$ cat src/sv/scp_pkg.sv
// shared types and constants for the scan chain pattern detector
`timescale 1ns / 1ps
package scp_pkg;

    localparam int MAX_PATTERN = 64;
    localparam int PAT_W       = MAX_PATTERN;
    localparam int IDX_W       = $clog2(MAX_PATTERN);
    localparam int LEN_W       = 7;
    localparam int ITER_W      = 8;
    localparam int CNT_W       = 8;
    localparam int DATA_W      = 64;
    localparam int ADDR_W      = 5;

    localparam logic [LEN_W-1:0]  LEN_RESET  = LEN_W'(MAX_PATTERN);
    localparam logic [ITER_W-1:0] ITER_RESET = 8'd128;
    localparam logic [CNT_W-1:0]  CNT_MAX    = '1;

    // register index, taken from paddr[4:3]
    typedef enum logic [1:0] {
        REG_PATTERN_BITS    = 2'd0,
        REG_PATTERN_LENGTH  = 2'd1,
        REG_ITERATION_COUNT = 2'd2,
        REG_NONE            = 2'd3
    } t_reg_idx;

    typedef enum logic [1:0] {
        OUT_RUNNING = 2'd0,
        OUT_MATCHED = 2'd1,
        OUT_ACTIVE  = 2'd2,
        OUT_SILENT  = 2'd3
    } t_outcome;

    typedef struct packed {
        logic [PAT_W-1:0]  pattern_bits;
        logic [LEN_W-1:0]  pattern_length;
        logic [ITER_W-1:0] iteration_count;
    } t_cfg;

    typedef struct packed {
        logic             drive_bit;
        t_outcome         outcome;
        logic [CNT_W-1:0] register_length;
        logic [CNT_W-1:0] toggle_count;
    } t_result;

endpackage

$ cat src/sv/scp_cfg.sv
// configuration registers behind the apb-style port
`timescale 1ns / 1ps
module scp_cfg (
    input  logic                       i_clk,
    input  logic                       i_rst_n,
    input  logic                       psel,
    input  logic                       penable,
    input  logic                       pwrite,
    input  logic [scp_pkg::ADDR_W-1:0] paddr,
    input  logic [scp_pkg::DATA_W-1:0] pwdata,
    output logic [scp_pkg::DATA_W-1:0] prdata,
    output logic                       pready,
    output scp_pkg::t_cfg              o_cfg
);
    import scp_pkg::*;

    logic [PAT_W-1:0]  r_pattern_bits;
    logic [LEN_W-1:0]  r_pattern_length;
    logic [ITER_W-1:0] r_iteration_count;
    t_reg_idx          w_idx;
    logic              w_write;

    assign pready  = 1'b1;
    assign w_idx   = t_reg_idx'(paddr[4:3]);
    assign w_write = psel & penable & pwrite & pready;

    always_ff @(posedge i_clk) begin
        if (!i_rst_n) begin
            r_pattern_bits    <= '0;
            r_pattern_length  <= LEN_RESET;
            r_iteration_count <= ITER_RESET;
        end else if (w_write) begin
            unique case (w_idx)
                REG_PATTERN_BITS:    r_pattern_bits    <= pwdata[PAT_W-1:0];
                REG_PATTERN_LENGTH:  r_pattern_length  <= pwdata[LEN_W-1:0];
                REG_ITERATION_COUNT: r_iteration_count <= pwdata[ITER_W-1:0];
                default: ;
            endcase
        end
    end

    always_comb begin
        unique case (w_idx)
            REG_PATTERN_BITS:    prdata = DATA_W'(r_pattern_bits);
            REG_PATTERN_LENGTH:  prdata = DATA_W'(r_pattern_length);
            REG_ITERATION_COUNT: prdata = DATA_W'(r_iteration_count);
            default:             prdata = '0;
        endcase
    end

    assign o_cfg.pattern_bits    = r_pattern_bits;
    assign o_cfg.pattern_length  = r_pattern_length;
    assign o_cfg.iteration_count = r_iteration_count;

endmodule

$ cat src/sv/scp_core.sv
// test state registers and the combinational sample update
`timescale 1ns / 1ps
module scp_core (
    input  logic             i_clk,
    input  logic             i_rst_n,
    input  logic             i_accept,
    input  logic             i_start_test,
    input  logic             i_sample_bit,
    input  scp_pkg::t_cfg    i_cfg,
    output scp_pkg::t_result o_result
);
    import scp_pkg::*;

    logic [PAT_W-1:0] r_window, n_window;
    logic [IDX_W-1:0] r_drive_idx, n_drive_idx;
    logic [CNT_W-1:0] r_seen, n_seen;
    logic [CNT_W-1:0] r_toggles, n_toggles;
    logic             r_prev, n_prev;
    t_outcome         r_final, n_final;

    logic [LEN_W-1:0] w_len;
    logic [PAT_W-1:0] w_mask;
    logic [PAT_W-1:0] w_win_shift;
    logic [IDX_W-1:0] w_idx_base;
    logic [LEN_W-1:0] w_idx_inc;
    logic [IDX_W-1:0] w_idx_adv;
    logic             w_pat_bit;
    logic             w_drive;

    // effective length clamped to 1..MAX_PATTERN
    always_comb begin
        if (i_cfg.pattern_length == '0) begin
            w_len = LEN_W'(1);
        end else if (i_cfg.pattern_length > LEN_W'(MAX_PATTERN)) begin
            w_len = LEN_W'(MAX_PATTERN);
        end else begin
            w_len = i_cfg.pattern_length;
        end
    end

    assign w_mask = (w_len >= LEN_W'(MAX_PATTERN)) ? '1
                  : ((PAT_W'(1) << w_len[IDX_W-1:0]) - PAT_W'(1));

    assign w_win_shift = ((r_window >> 1)
                         | (PAT_W'(i_sample_bit) << IDX_W'(w_len - LEN_W'(1))))
                         & w_mask;

    // stale index after a length change restarts from bit 0
    assign w_idx_base = (i_start_test || ({1'b0, r_drive_idx} >= w_len))
                      ? '0 : r_drive_idx;
    assign w_pat_bit  = i_cfg.pattern_bits[w_idx_base];
    assign w_idx_inc  = {1'b0, w_idx_base} + LEN_W'(1);
    assign w_idx_adv  = (w_idx_inc >= w_len) ? '0 : w_idx_inc[IDX_W-1:0];

    always_comb begin
        n_window    = r_window;
        n_drive_idx = r_drive_idx;
        n_seen      = r_seen;
        n_toggles   = r_toggles;
        n_prev      = r_prev;
        n_final     = r_final;
        w_drive     = 1'b0;
        if (i_start_test) begin
            n_window    = '0;
            n_drive_idx = '0;
            n_seen      = '0;
            n_toggles   = '0;
            n_prev      = i_sample_bit;
            if (i_cfg.iteration_count == '0) begin
                n_final = OUT_SILENT;
            end else begin
                n_final     = OUT_RUNNING;
                w_drive     = w_pat_bit;
                n_drive_idx = w_idx_adv;
            end
        end else if (r_final == OUT_RUNNING) begin
            if ((i_sample_bit != r_prev) && (r_toggles != CNT_MAX)) begin
                n_toggles = r_toggles + CNT_W'(1);
            end
            n_prev   = i_sample_bit;
            n_window = w_win_shift;
            if (r_seen != CNT_MAX) begin
                n_seen = r_seen + CNT_W'(1);
            end
            if ((n_seen >= CNT_W'(w_len))
                && (((w_win_shift ^ i_cfg.pattern_bits) & w_mask) == '0)) begin
                n_final = OUT_MATCHED;
            end else if (n_seen >= i_cfg.iteration_count) begin
                n_final = (n_toggles > CNT_W'(1)) ? OUT_ACTIVE : OUT_SILENT;
            end else begin
                w_drive     = w_pat_bit;
                n_drive_idx = w_idx_adv;
            end
        end
    end

    always_ff @(posedge i_clk) begin
        if (!i_rst_n) begin
            r_window    <= '0;
            r_drive_idx <= '0;
            r_seen      <= '0;
            r_toggles   <= '0;
            r_prev      <= 1'b0;
            r_final     <= OUT_RUNNING;
        end else if (i_accept) begin
            r_window    <= n_window;
            r_drive_idx <= n_drive_idx;
            r_seen      <= n_seen;
            r_toggles   <= n_toggles;
            r_prev      <= n_prev;
            r_final     <= n_final;
        end
    end

    assign o_result.drive_bit       = w_drive;
    assign o_result.outcome         = n_final;
    assign o_result.register_length =
        ((n_final == OUT_MATCHED) && (n_seen >= CNT_W'(w_len)))
        ? (n_seen - CNT_W'(w_len)) : '0;
    assign o_result.toggle_count    = n_toggles;

endmodule

$ cat src/sv/scan_chain_pattern_detector.sv
// top level: config registers, test state and result register
//
// Usage: each request on the input channel (i_in_valid / o_in_stall) is one
// bit read back from a scan chain. A request with i_start_test high restarts
// the test and records the baseline level. Every request yields exactly
// one result on the output channel (o_out_valid / i_out_stall): the next bit
// to drive into the chain, the outcome (running, matched, active, silent),
// the detected register length and the toggle count.
// The result of a request accepted at a clock edge is valid after that edge.
// Throughput is one request per cycle while the receiver does not stall;
// the state update and the window compare for a request are combinational
// logic between the test state registers and the result register.
// When the receiver stalls, the result register holds and o_in_stall rises
// while it is full, so no request is taken until the result is taken; a
// request is accepted in the same cycle that the held result leaves.
// Reset clears the test state (running, empty window, counters zero) and
// loads pattern_bits 0, pattern_length 64, iteration_count 128.
// Configuration is written through the apb-style port (byte offsets 0, 8,
// 16); the user writes it only while no request is in flight, unenforced.
`timescale 1ns / 1ps
module scan_chain_pattern_detector (
    input  logic                       i_clk,
    input  logic                       i_rst_n,
    input  logic                       psel,
    input  logic                       penable,
    input  logic                       pwrite,
    input  logic [scp_pkg::ADDR_W-1:0] paddr,
    input  logic [scp_pkg::DATA_W-1:0] pwdata,
    output logic [scp_pkg::DATA_W-1:0] prdata,
    output logic                       pready,
    input  logic                       i_in_valid,
    output logic                       o_in_stall,
    input  logic                       i_start_test,
    input  logic                       i_sample_bit,
    output logic                       o_out_valid,
    input  logic                       i_out_stall,
    output logic                       o_drive_bit,
    output logic [1:0]                 o_outcome,
    output logic [scp_pkg::CNT_W-1:0]  o_register_length,
    output logic [scp_pkg::CNT_W-1:0]  o_toggle_count
);
    import scp_pkg::*;

    t_cfg    w_cfg;
    t_result w_result;
    t_result r_result;
    logic    r_out_valid;
    logic    w_accept;

    scp_cfg u_cfg (
        .i_clk   (i_clk),
        .i_rst_n (i_rst_n),
        .psel    (psel),
        .penable (penable),
        .pwrite  (pwrite),
        .paddr   (paddr),
        .pwdata  (pwdata),
        .prdata  (prdata),
        .pready  (pready),
        .o_cfg   (w_cfg)
    );

    scp_core u_core (
        .i_clk        (i_clk),
        .i_rst_n      (i_rst_n),
        .i_accept     (w_accept),
        .i_start_test (i_start_test),
        .i_sample_bit (i_sample_bit),
        .i_cfg        (w_cfg),
        .o_result     (w_result)
    );

    assign o_in_stall = r_out_valid & i_out_stall;
    assign w_accept   = i_in_valid & ~o_in_stall;

    always_ff @(posedge i_clk) begin
        if (!i_rst_n) begin
            r_out_valid <= 1'b0;
        end else if (w_accept) begin
            r_out_valid <= 1'b1;
        end else if (!i_out_stall) begin
            r_out_valid <= 1'b0;
        end
    end

    always_ff @(posedge i_clk) begin
        if (w_accept) begin
            r_result <= w_result;
        end
    end

    assign o_out_valid       = r_out_valid;
    assign o_drive_bit       = r_result.drive_bit;
    assign o_outcome         = r_result.outcome;
    assign o_register_length = r_result.register_length;
    assign o_toggle_count    = r_result.toggle_count;

    a_len_only_on_match: assert property (@(posedge i_clk) disable iff (!i_rst_n)
        (o_out_valid && (o_outcome != OUT_MATCHED)) |-> (o_register_length == '0))
        else $error("register length set without a match");

    a_drive_only_running: assert property (@(posedge i_clk) disable iff (!i_rst_n)
        (o_out_valid && (o_outcome != OUT_RUNNING)) |-> !o_drive_bit)
        else $error("drive bit set after the test ended");

    a_stall_when_full: assert property (@(posedge i_clk) disable iff (!i_rst_n)
        o_in_stall |-> o_out_valid)
        else $error("input stalled with an empty result register");

    a_accept_gives_result: assert property (@(posedge i_clk) disable iff (!i_rst_n)
        (i_in_valid && !o_in_stall) |=> o_out_valid)
        else $error("accepted request produced no result");

endmodule

$ cat config.mk
export PLATFORM = sky130hd
export DESIGN_NAME = scan_chain_pattern_detector
export DESIGN_NICKNAME = d
export VERILOG_FILES = /design/src/sv/scp_pkg.sv /design/src/sv/scp_cfg.sv /design/src/sv/scp_core.sv /design/src/sv/scan_chain_pattern_detector.sv
export SDC_FILE = /design/constraint.sdc
export NUM_CORES = 1
export LEC_CHECK = 0
export BUFFER_PORTS_ARGS = -buffer_cell sky130_fd_sc_hd__clkbuf_2
export CORE_MARGIN = 3
export CORE_UTILIZATION = 40
export CTS_BUF_LIST = sky130_fd_sc_hd__clkbuf_4 sky130_fd_sc_hd__clkbuf_8
export DETAILED_ROUTE_END_ITERATION = 12
export GPL_ROUTABILITY_DRIVEN = 0
export PLACE_DENSITY = 0.56
export SYNTH_ARGS = -nofsm -noshare
export SYNTH_HDL_FRONTEND = slang
export SYNTH_HIERARCHICAL = 1
export SYNTH_SLANG_ARGS = --single-unit
$ cat constraint.sdc
create_clock -name i_clk -period 7.3 [get_ports i_clk]
set_input_delay 1.825 -clock i_clk [delete_from_list [all_inputs] [get_ports i_clk]]
set_output_delay 1.825 -clock i_clk [all_outputs]
set_load 0.03 [all_outputs]
==> impl_results.md <==
* Max Fclk at between 150 and 200 MHz
* First-pass GRT wire length at 85000 um
* Clock Root Buffer: clkbuf_8
* Max Slew Vio Count at 0
* Mean area per synthesized cell at around 8 um^2
* Number of top-level pins at ~160
* Starting DRT DRC Count at approximately 1800
* Post-synthesis xor/xnor area fraction at 0.0756
* Clock Path Buffers at 2
* Crit path launch: u_cfg/r_pattern_length[3]
* Crit-path max FO at 12
* Largest family of logic cells by synthesized area: simple AND/OR/NAND/NOR gates
* Resized cells post-CTS at 0
* Capturing element type of the critical path: register
* CP arrival at 6.48 ns
* Cts hold-fix bufs at 0
* Yosys cell types at between 100 and 150
* Die H at 198 um
* Pre-Repair DR Iteration Count at 8
* Cell area power density at around 130 mW/mm^2
* Synth async-reset ratio at 0
* Final instance area at between 0.015 and 0.02 mm^2
* Most common cell after layout, fill and taps aside: nand2_1
* Yosys reg bits at ~190
* Syn Std Cell Area at between 0.01 and 0.015 mm^2
* Simple-Gate Fraction of Synth Area at 0.270
* Multiplexer area fraction after synthesis at 0.0808
* Top delay family on crit path: simple AND/OR/NAND/NOR gates
* Final WL at between 50000 and 60000 um
* Via count at 14900
* Worst R2R End: o_register_length[5]
* Worst skew pair latency at 0.50 ns
* Vias per cell at roughly 6.1
* Placement Rows at approximately 70
* Hold slack at between 0.4 and 0.5 ns
* Max_slew headroom at 0.218
* Routed Antenna Nets at 0
* Die Area at 0.0394 mm^2
* Crit path depth at 20
* Worst path bufs/invs at 3
* Post-synthesis adder-cell area fraction at 0.0385
* Tcrit/Tclk final at 0.840
* Main synth FF type: dfxtp_1
* Placed inst area at approximately 0.016 mm^2
* Clock Sinks at approximately 190
* Reg area at 0.00394 mm^2
* Area of the multi-input gates at between 0.009 and 0.01 mm^2
* Wirelength per Cell at ~23 um
* Setup TNS at 0 ns
* Chip width at roughly 200 um
* CP max stage cell: nor3_1
* CTS tree: yes
* Complex-gate fraction of the synthesized area at 0.206
* Initial core utilization at 0.411
* Count of input and output buffers at ~160
* Unrepaired setup endpoints after global routing: no
* Final setup viols at 0
* Final Hold Vio Count at 0
* MaxCap Viol Count at 0
* Num CTS Buffers at 17
* LEAKAGE at between 6 and 7 nW
* Crit-path cells: nor3_1 > a21oi_1 > nor2_1 > inv_1 > ha_1 > buf_4 > nand3_1 > ha_1 > nand3_2 > and2_1 > nor3_1 > o31ai_1 > and3_1 > nor3_1 > buf_4 > o2111ai_1 > nor3_1 > nand3_2 > a2111oi_4 > and2_1
* Synth Instances at about 1900
* HP Class: reg -> reg
* Initial antenna violation count at 0
* Crit path to: o_register_length[5]
* Area grow syn2layout at 8.80%
* Setup crit start kind: register
* Commonest cells after routing, fill and taps aside: nand2_1 (269), dfxtp_1 (165), clkbuf_2 (158)
* Total of warnings raised by yosys at 6
* Tmin final at between 6 and 7 ns
* Postcts setup bufs at 0
* Largest net degree at the start of global routing at 90
* Number of global-route vias before repair at about 14000
* Fill count at 3660
* Worst reg2reg startpoint: u_cfg/r_pattern_length[3]
* Clock-pin slew on the worst setup and hold paths at around 0.12 ns
* Actual slew at the worst max-slew pin at around 1.2 ns
* Max VDD drop at between 0.1 and 0.15 mV
* Core area at ~0.036 mm^2
* Worst path most repeated cell: nor3_1
* Slowest stage delay, CP at approximately 0.64 ns
* Drt drc at 0
* Dpl hpwl at 41200 um
* Worst EP required at around 7.7 ns
* Syn_nets at a little over 2000
* Reg2Reg Depth at 20
* Kind of critical path: reg -> reg
* H-tree Lvls at 4
* Worst reg-to-reg setup slack at 1.17 ns
* Number of flops mapped to enable cells by yosys at 19
* GR Overflow Total at 0
* Proportion of synthesized chip area in sequential cells at 0.266
* NumNets Final at about 2100
* Layout cells sized above 1 at 0.154
* Run status: finished clean
* Clk_skew at ~0.026 ns
* GRT Util Overall at 0.280
* Antenna Cells at 0
[metal layers]
layer	wire, um	GRT usage	vias to the layer above
met5	0	0	-
met4	3090	0.133	0
met3	5480	0.0608	175
met2	24400	0.427	829
met1	23500	0.376	7009
li1	-	-	6886
[registers in the layout, indices dropped and copies added, names as in the netlist]
signal / flops
o_toggle_count: 8
u_cfg/r_pattern_length: 7
u_core/r_final: 2
o_out_valid: 1
u_core/r_toggles: 8
u_core/r_drive_idx: 6
o_register_length: 8
o_drive_bit: 1
u_core/r_window: 63
u_core/r_prev: 1
u_cfg/r_pattern_bits: 64
u_core/r_seen: 8
o_outcome: 2
u_cfg/r_iteration_count: 8
[cells by family after synthesis]
family / Yosys count
buffers and inverters: 183
DFF: 187
muxes: 109
xor gates and xnor gates: 124
adders and majority gates: 45
and+or+nand+nor: 795
AOI/OAI and AO/OA: 462
other: 1
[power breakdown]
group,internal [mW],switching (mW)
registers,1.05,0.0179
clock network,0.260,0.442
logic,0.106,0.214
total,1.42,0.674
[how the worst min path moves through the flow]
stage               depth (start not counted)                 from                   to  slack, ns
finish                                      2  u_core/r_window[58]  u_core/r_window[58]       0.47
global route                                2  u_core/r_window[35]  u_core/r_window[35]       0.49
CTS                                         2  u_core/r_window[50]  u_core/r_window[50]       0.47
detailed placement                          2  u_core/r_window[58]  u_core/r_window[58]       0.46
global placement                            2  u_core/r_window[50]  u_core/r_window[50]       0.45
floorplan                                   2  u_core/r_window[24]  u_core/r_window[24]       0.44
[per-stage QoR]
| step | power (mW) | worst slack (ns) | util | std cells |
|---|---|---|---|---|
| after detailed placement | 1.41 | 1.44 | 0.437 | 2421 |
| after global placement | 1.41 | 1.56 | 0.437 | 2421 |
| after CTS | 2.10 | 1.35 | 0.447 | 2453 |
| after global routing | 2.17 | 0.738 | 0.447 | 2453 |
| after floorplan | 1.30 | 1.31 | - | 1906 |
| final | 2.09 | 1.17 | 0.447 | 2453 |
[Yosys cell counts, types with 24 or more instances]
| library cell | count | area, um^2 |
|---|---|---|
| a22oi_1 | 29 | 218 |
| clkbuf_1 | 79 | 297 |
| nor2b_1 | 81 | 507 |
| a21oi_1 | 147 | 736 |
| dfxtp_1 | 168 | 3360 |
| nor2_1 | 137 | 514 |
| buf_2 | 37 | 185 |
| xor2_1 | 61 | 534 |
| a31oi_1 | 24 | 150 |
| nand3_1 | 47 | 235 |
| inv_1 | 34 | 128 |
| and2_1 | 78 | 488 |
| nor3_1 | 71 | 355 |
| o21ai_0 | 83 | 415 |
| ha_1 | 44 | 551 |
| mux2i_1 | 99 | 991 |
| xnor2_1 | 60 | 526 |
| nand2_1 | 269 | 1010 |
[worst register-to-register path: stages (launching register included)]
cell and delay, ns:
dfxtp_2 0.34, nor3_1 0.64, a21oi_1 0.15, nor2_1 0.32, inv_1 0.15, ha_1 0.29
buf_4 0.20, nand3_1 0.08, ha_1 0.50, nand3_2 0.25, and2_1 0.32, nor3_1 0.45
o31ai_1 0.17, and3_1 0.22, nor3_1 0.28, buf_4 0.20, o2111ai_1 0.12, nor3_1 0.26
nand3_2 0.32, a2111oi_4 0.53, and2_1 0.20
[final cells by class]
| cell class | instances | share of cell area |
|---|---|---|
| clock buffer | 18 | 0.0154 |
| clock inverter | 14 | 0.00792 |
| inverter | 36 | 0.00839 |
| multi-input combinational | 1536 | 0.619 |
| sequential | 187 | 0.244 |
| tap | 461 | 0.0358 |
| timing repair buffer | 201 | 0.0694 |
(Power assumes the default switching activity.)
